File: src/rtl/kwtc_pkg.sv
// Types, keyword table and constants of the keyword token classifier.
`default_nettype none

package kwtc_pkg;

  // Fixed widths of the word fields.
  localparam int unsigned CharW   = 8;
  localparam int unsigned ClassW  = 5;
  localparam int unsigned PosW    = 4;
  localparam int unsigned KwCount = 23;
  // Keyword text is stored in a slot wide enough for any position value.
  localparam int unsigned KwSlotBytes = 2 ** PosW;

  typedef logic [CharW-1:0]   char_t;
  typedef logic [ClassW-1:0]  class_t;
  typedef logic [PosW-1:0]    pos_t;
  typedef logic [KwCount-1:0] kw_mask_t;
  typedef logic [KwSlotBytes*CharW-1:0] kw_text_t;

  localparam pos_t     PosMax   = '1;
  localparam kw_mask_t AllAlive = '1;
  localparam class_t   ClassIdent = '0;

  // Keywords in class order; the last character sits in the lowest byte.
  localparam kw_text_t KwText [KwCount] = '{
    kw_text_t'("on"),        kw_text_t'("null"),       kw_text_t'("true"),
    kw_text_t'("type"),      kw_text_t'("enum"),       kw_text_t'("false"),
    kw_text_t'("query"),     kw_text_t'("__get"),      kw_text_t'("union"),
    kw_text_t'("input"),     kw_text_t'("scalar"),     kw_text_t'("extends"),
    kw_text_t'("__delete"),  kw_text_t'("__schema"),   kw_text_t'("__update"),
    kw_text_t'("__create"),  kw_text_t'("mutation"),   kw_text_t'("fragment"),
    kw_text_t'("interface"), kw_text_t'("directive"),  kw_text_t'("implements"),
    kw_text_t'("__typename"), kw_text_t'("subscription")
  };

  localparam pos_t KwLen [KwCount] = '{
    4'd2, 4'd4, 4'd4, 4'd4, 4'd4, 4'd5, 4'd5, 4'd5, 4'd5, 4'd5, 4'd6, 4'd7,
    4'd8, 4'd8, 4'd8, 4'd8, 4'd8, 4'd8, 4'd9, 4'd9, 4'd10, 4'd10, 4'd12
  };

  // Outcome of matching one character against all keywords.
  typedef struct packed {
    kw_mask_t next_alive;
    pos_t     next_pos;
    class_t   token_class;
  } match_t;

endpackage

`default_nettype wire

File: src/rtl/kwtc_matcher.sv
// Parallel compare of one character against every live keyword.
`default_nettype none

module kwtc_matcher #(
  parameter int unsigned MAX_WORD_LEN = 12
) (
  input  kwtc_pkg::char_t    char_i,
  input  kwtc_pkg::pos_t     pos_i,
  input  kwtc_pkg::kw_mask_t alive_i,
  output kwtc_pkg::match_t   match_o
);

  kwtc_pkg::kw_mask_t next_alive;
  kwtc_pkg::pos_t     word_len;
  kwtc_pkg::class_t   token_class;

  // Each keyword keeps living only if its character at this position matches.
  always_comb begin
    for (int k = 0; k < kwtc_pkg::KwCount; k++) begin
      kwtc_pkg::pos_t  byte_idx;
      kwtc_pkg::char_t kw_byte;
      byte_idx = kwtc_pkg::KwLen[k] - pos_i - kwtc_pkg::pos_t'(1);
      kw_byte  = kwtc_pkg::KwText[k][{byte_idx, 3'b000} +: kwtc_pkg::CharW];
      next_alive[k] = alive_i[k] && (pos_i < kwtc_pkg::KwLen[k]) && (kw_byte == char_i);
    end
  end

  // The position counter saturates at its top value.
  assign word_len = (pos_i < kwtc_pkg::PosMax) ? pos_i + kwtc_pkg::pos_t'(1)
                                              : kwtc_pkg::PosMax;

  // Keywords are distinct, so at most one survives with the exact length.
  always_comb begin
    token_class = kwtc_pkg::ClassIdent;
    if (word_len <= kwtc_pkg::pos_t'(MAX_WORD_LEN)) begin
      for (int k = 0; k < kwtc_pkg::KwCount; k++) begin
        if (next_alive[k] && (word_len == kwtc_pkg::KwLen[k])) begin
          token_class = token_class | kwtc_pkg::class_t'(k + 1);
        end
      end
    end
  end

  assign match_o.next_alive  = next_alive;
  assign match_o.next_pos    = word_len;
  assign match_o.token_class = token_class;

endmodule

`default_nettype wire

File: src/rtl/keyword_token_classifier_core.sv
// Top level of the keyword token classifier.
// The class word is registered and valid in the cycle after the last character is accepted.
// Throughput: one character per cycle while the output is not stalled; back-to-back words are taken without gaps.
// The single output register decouples the sides; input stalls only when it is full
// and not being taken. Reset clears the position, the live-keyword mask and the
// output valid; no clearing pass is needed.
`default_nettype none

module keyword_token_classifier_core #(
  parameter int unsigned MAX_WORD_LEN = 12
) (
  input  wire        clk_i,
  input  wire        rst_ni,
  input  wire        s_axis_tvalid,
  output logic       s_axis_tready,
  input  wire  [7:0] s_axis_tdata,   // [7:0] char_code
  input  wire        s_axis_tlast,   // is_last
  output logic       m_axis_tvalid,
  input  wire        m_axis_tready,
  output logic [7:0] m_axis_tdata    // [4:0] token_class, [7:5] zero
);

  kwtc_pkg::pos_t     pos_q, pos_d;
  kwtc_pkg::kw_mask_t alive_q, alive_d;
  logic               out_valid_q, out_valid_d;
  kwtc_pkg::class_t   class_q, class_d;
  kwtc_pkg::match_t   match;
  logic               in_word;

  kwtc_matcher #(
    .MAX_WORD_LEN(MAX_WORD_LEN)
  ) u_matcher (
    .char_i (s_axis_tdata),
    .pos_i  (pos_q),
    .alive_i(alive_q),
    .match_o(match)
  );

  // Input is taken whenever the output register is empty or being drained.
  assign s_axis_tready = !out_valid_q || m_axis_tready;
  assign in_word       = s_axis_tvalid && s_axis_tready;

  // Next state of the word tracker and the output register.
  always_comb begin
    pos_d       = pos_q;
    alive_d     = alive_q;
    out_valid_d = out_valid_q && !m_axis_tready;
    class_d     = class_q;
    if (in_word) begin
      if (s_axis_tlast) begin
        pos_d       = '0;
        alive_d     = kwtc_pkg::AllAlive;
        out_valid_d = 1'b1;
        class_d     = match.token_class;
      end else begin
        pos_d   = match.next_pos;
        alive_d = match.next_alive;
      end
    end
  end

  // Control state.
  always_ff @(posedge clk_i or negedge rst_ni) begin
    if (!rst_ni) begin
      pos_q       <= '0;
      alive_q     <= kwtc_pkg::AllAlive;
      out_valid_q <= 1'b0;
    end else begin
      pos_q       <= pos_d;
      alive_q     <= alive_d;
      out_valid_q <= out_valid_d;
    end
  end

  // Result payload.
  always_ff @(posedge clk_i) begin
    class_q <= class_d;
  end

  assign m_axis_tvalid = out_valid_q;
  assign m_axis_tdata  = {{(8 - kwtc_pkg::ClassW){1'b0}}, class_q};

endmodule

`default_nettype wire

File: config.mk
export PLATFORM = sky130hd
export DESIGN_NAME = keyword_token_classifier_core
export DESIGN_NICKNAME = d
export VERILOG_FILES = /design/src/rtl/kwtc_pkg.sv /design/src/rtl/kwtc_matcher.sv /design/src/rtl/keyword_token_classifier_core.sv
export SDC_FILE = /design/constraint.sdc
export NUM_CORES = 1
export LEC_CHECK = 0
export ABC_AREA = 1
export BUFFER_PORTS_ARGS = -buffer_cell sky130_fd_sc_hd__clkbuf_2
export CAP_MARGIN = 20
export CORE_ASPECT_RATIO = 1.2
export CORE_MARGIN = 1.5
export CORE_UTILIZATION = 40
export DETAILED_ROUTE_END_ITERATION = 7
export PLACE_DENSITY_LB_ADDON = 0.12
export SLEW_MARGIN = 20
export SYNTH_ARGS = -nofsm -noshare
export SYNTH_HDL_FRONTEND = slang
export SYNTH_HIERARCHICAL = 1
export SYNTH_SLANG_ARGS = --single-unit
File: constraint.sdc
create_clock -name clk_i -period 3.2 [get_ports clk_i]
set_input_delay 0.32 -clock clk_i [delete_from_list [all_inputs] [get_ports clk_i]]
set_output_delay 0.32 -clock clk_i [all_outputs]
set_load 0.005 [all_outputs]
* Word-level counts from Yosys, hierarchy flattened
Index checks and enable logic that the tools add are counted.
** Storage, ports and cells
- Output and inout bits :: 10
- Input port bits :: 13
- Register bits after elaboration :: 33
- Logic and storage cells :: 222
** Operators by class
- Add/sub/neg operators :: 19
- Equality and inequality tests :: 33
- Reduce and logical (&&, ||, !) cells :: 75
- Muxes and demuxes :: 57
- Shift operators :: 23
- Order comparisons :: 11
** Operators with widths (number)
- $shiftx A128 B8 Y8 const A :: 23
- $eq A8 B8 Y1 :: 23
- $mux W5 :: 34
- $logic_and A1 B1 Y1 :: 71
- $mux W23 :: 2
- $mux W4 :: 11
- $sub A4 B1 Y4 const B :: 9
- $lt A4 B4 Y1 const B :: 5
- $eq A4 B3 Y1 const B :: 4
- $eq A4 B4 Y1 const B :: 4
- $lt A4 B3 Y1 const B :: 4
- $sub A3 B4 Y4 const A :: 4
- $sub A4 B4 Y4 const A :: 4
- $mux W3 :: 4
- $add A4 B1 Y4 const B :: 1
- $eq A4 B2 Y1 const B :: 1
- $le A4 B4 Y1 const B :: 1
- $lt A4 B2 Y1 const B :: 1
- $mux W1 :: 4
- $mux W2 :: 2
- $sub A2 B4 Y4 const A :: 1
- $logic_not A1 Y1 :: 2
- $ne A2 B2 Y1 const B :: 1
- $reduce_and A2 Y1 :: 1
- $logic_or A1 B1 Y1 :: 1

* Logic depth before layout (Yosys ltp)
- Word-level depth :: 55
- Gate-level depth with buffers :: 19
- Gate-level depth less buffers :: 17

* Hierarchy
The synthesis kept the hierarchy.
** By module, submodules not included
- kwtc_matcher :: area an instance 4116.4 sq um, sequential area each 0.0 sq um, cells each 892, instances 1
- keyword_token_classifier_core :: area an instance 1619.1 sq um, sequential area each 879.6 sq um, cells each 189, instances 1

* Worst setup path before layout
No wires, ideal clock.
- Path type :: register to register
- Start :: register pos_q[2]
- End :: register class_q[4], data pin
- Path buffers :: 4
- Stages on the path, launching flop included :: 18
- Slack :: 0.443 ns
- Data required time :: 2.939 ns
- Library setup time :: 0.261 ns
- Arrival :: 2.496 ns
- Clock period less this slack :: 2.757 ns
- Cell sequence :: dfrtp_1 buf_4 inv_1 buf_4 ha_1 inv_1 ha_1 clkbuf_1 inv_1 buf_2 nand3_1 nand2_1 o21ai_0 nor2_1 nand4_1 nand2_1 nor2_1 nand3b_1
** RTL lines
- from (decl) :: RTL line keyword_token_classifier_core.sv:23 : kwtc_pkg::pos_t pos_q, pos_d;
- from (signal assigned) :: RTL line keyword_token_classifier_core.sv:69 : pos_q <= pos_d;
- to (signal assigned) :: RTL line keyword_token_classifier_core.sv:77 : class_q <= class_d;
- to (decl) :: RTL line keyword_token_classifier_core.sv:26 : kwtc_pkg::class_t class_q, class_d;

==> results.tsv <==
metric	value	unit
cts-htree-levels	2	
dp_hpwl	17100	µm
ys_ff_latch	33	
regToRegStartpoint	pos_q[1]	
rr_endpoint	class_q[4]	
crit_type	register to register	
synth_fa_ha_area_frac	0.0545	
io_buffers	19	
finalNonFillerCells	1255	
clock.fmax	349	MHz
power_density	485	nW/µm²
core	13900	µm²
seq_area_frac_synth	0.153	
hold_ws	0.0982	ns
synth_cell_types	41	
finalWeightedCongestion	0.993	
drive_above_1_share	0.0877	
intPower	1.37	mW
crit_fanout	9	
die_area	15100	µm²
synth-simple-area-share	0.589	
area_growth	6.13	%
finalCritPeriodShare	0.896	
avgSynthCellArea	5.31	µm²
synth_edf_count	5	
finalNetCount	1120	
synth_top_area_cell	nand2_1	
synth_top_area_frac	0.270	
rr_worst_depth	15	
synth_top_family_by_area	simple AND/OR/NAND/NOR gates	
layout_common_cells	nand2_1 (413), nand3_1 (170), nor2_1 (129)	
grt_pass1_vias	6621	
async_flop_share	0.848	
grt_overflow_total	0	
fin_util	0.439	
drc	0	
firstDrtPassIters	6	
slew_headroom	0.400	
synth_compound_area_frac	0.0526	
synthXorXnorAreaFrac	0.0168	
cts.path.max_buffers	2	
synthMuxAreaShare	0	
die_w	112	µm
cts-resized-gates	0	
end_kind	register	
clkSinkCount	33	
fin_setup_tns	0	ns
cp.arrival	3.03	ns
rsz0062_at_grt	false	
clk_latency	0.31	ns
status	finished, final reports clean	
ant_nets	0	
cts_setup_buffers	0	
seq_power_share	0.179	
vdd_drop_max	0.261	mV
cts_root_buffer	clkbuf_16	
grt_max_degree	31	
final_common_cell	nand2_1	
postRouteWirelength	23600	µm
synthCells	1081	
hold_class	primary input to async pin	
worst_pin_slew	0.895	ns
cts_tree	done	
r2r_setup_slack	0.33	ns
gr-usage-all-layers	0.322	
start_kind	register	
path_clk_slew	0.07	ns
cts_hold_buf	0	
cts_buffers	5	
finalSetupViolations	0	
drv_slew	0	
power_frac_clock	0.173	
die_h	134	µm
fin_skew	0.0104	ns
placed_cells	1246	
p_leak	3.40	nW
vias	6983	
rows	47	
drt_iter0_drc	770	
net-switching-power	1.58	mW
p_sw_frac	0.537	
crit_required	3.37	ns
yosysWarnings	6	
initial_core_util	0.413	
p_comb_frac	0.648	
viasPerCell	5.56	
synth_area	5740	µm²
avgRoutedWirePerCell	18.8	µm
synthFlopType	dfstp_2	
timing.final.hold_violations	0	
finalCriticalPeriod	2.87	ns
grt_pass1_wl	37000	µm
cap_violations	0	
ios	23	
p_total	2.95	mW
synth.area.top_cells	nand2_1 (27%), nand3_1 (15%), dfstp_2 (11%)	
antenna_found_initial	1	
layout make-up:
type	instances	area, µm²
Clock buffer	5	125
Tap cell	171	214
Timing Repair Buffer	50	328
Fill cell	1636	7790
Antenna cell	1	2.50
Sequential cell	33	880
Inverter	112	420
Clock inverter	3	17.5
Multi-Input combinational cell	880	4100
critical path, stage by stage, from the launching register on:
cell      delay (ns)
dfrtp_1         0.37
inv_1           0.07
buf_4           0.18
ha_1            0.21
inv_1           0.08
ha_1            0.39
nand2_1         0.24
inv_1           0.14
nor2_1          0.05
nor2_1          0.17
o21ai_0         0.13
nor2_1          0.21
nand4_1         0.22
nand2_1         0.14
nor2_1          0.05
nand3b_1        0.07
sequential cells by signal, summed over array words and instances, names as in the netlist:
signal / cells
pos_q: 4
alive_q: 23
m_axis_tvalid: 1
class_q: 5
per-stage QoR:
stage	instance area, µm²	worst slack [ns]
2_1_floorplan	5740	0.443
3_3_place_gp	5940	0.428
3_5_place_dp	5940	0.440
4_1_cts	6080	0.418
5_1_grt	6090	0.121
6_report	6090	0.333
cells in the mapped netlist, drive strengths merged, types with 8 or more instances:
library cell / count
nand2: 416
nand3: 174
nor2: 132
inv: 107
buf: 38
nand4: 38
o21ai: 30
ha: 25
dfstp: 23
clkbuf: 20
a21oi: 14
xor2: 10
nor4: 8
power by group through the flow:
| stage | Combinational, mW | Clock [mW] | Sequential (mW) |
|---|---|---|---|
| 2_1_floorplan | 1.37 | 0 | 0.537 |
| 3_3_place_gp | 1.86 | 0 | 0.535 |
| 3_5_place_dp | 1.85 | 0 | 0.535 |
| 4_1_cts | 1.86 | 0.531 | 0.529 |
| 5_1_grt | 2.14 | 0.543 | 0.535 |
| 6_report | 1.91 | 0.512 | 0.528 |
per-layer routing:
layer | global-route usage | vias up | routed length, µm | share of wire
met5 | 0 | - | 0 | 0
met4 | 0.165 | 0 | 1180 | 0.050
met3 | 0.0506 | 78 | 1920 | 0.081
met2 | 0.532 | 341 | 10800 | 0.46
met1 | 0.406 | 3103 | 9670 | 0.41
li1 | - | 3461 | - | -
cell families after synthesis:
group                    Yosys count
AO/OA/AOI/OAI                     55
XOR/XNOR                          11
flip-flops                        33
buffers and inverters            170
other                              1
AND/OR/NAND/NOR                  786
adder cells (fa/ha/maj)           25
worst max path at each step:
| stage | from | to | slack, ns | depth (start not counted) |
|---|---|---|---|---|
| after floorplan | pos_q[2] | class_q[4] | 0.44 | 17 |
| after global placement | pos_q[2] | alive_q[11] | 0.43 | 14 |
| after detailed placement | pos_q[1] | class_q[4] | 0.44 | 15 |
| after CTS | pos_q[1] | class_q[4] | 0.42 | 15 |
| after global routing | pos_q[1] | class_q[4] | 0.12 | 15 |
| final | pos_q[1] | class_q[4] | 0.33 | 15 |
(Power assumes the default switching activity.)
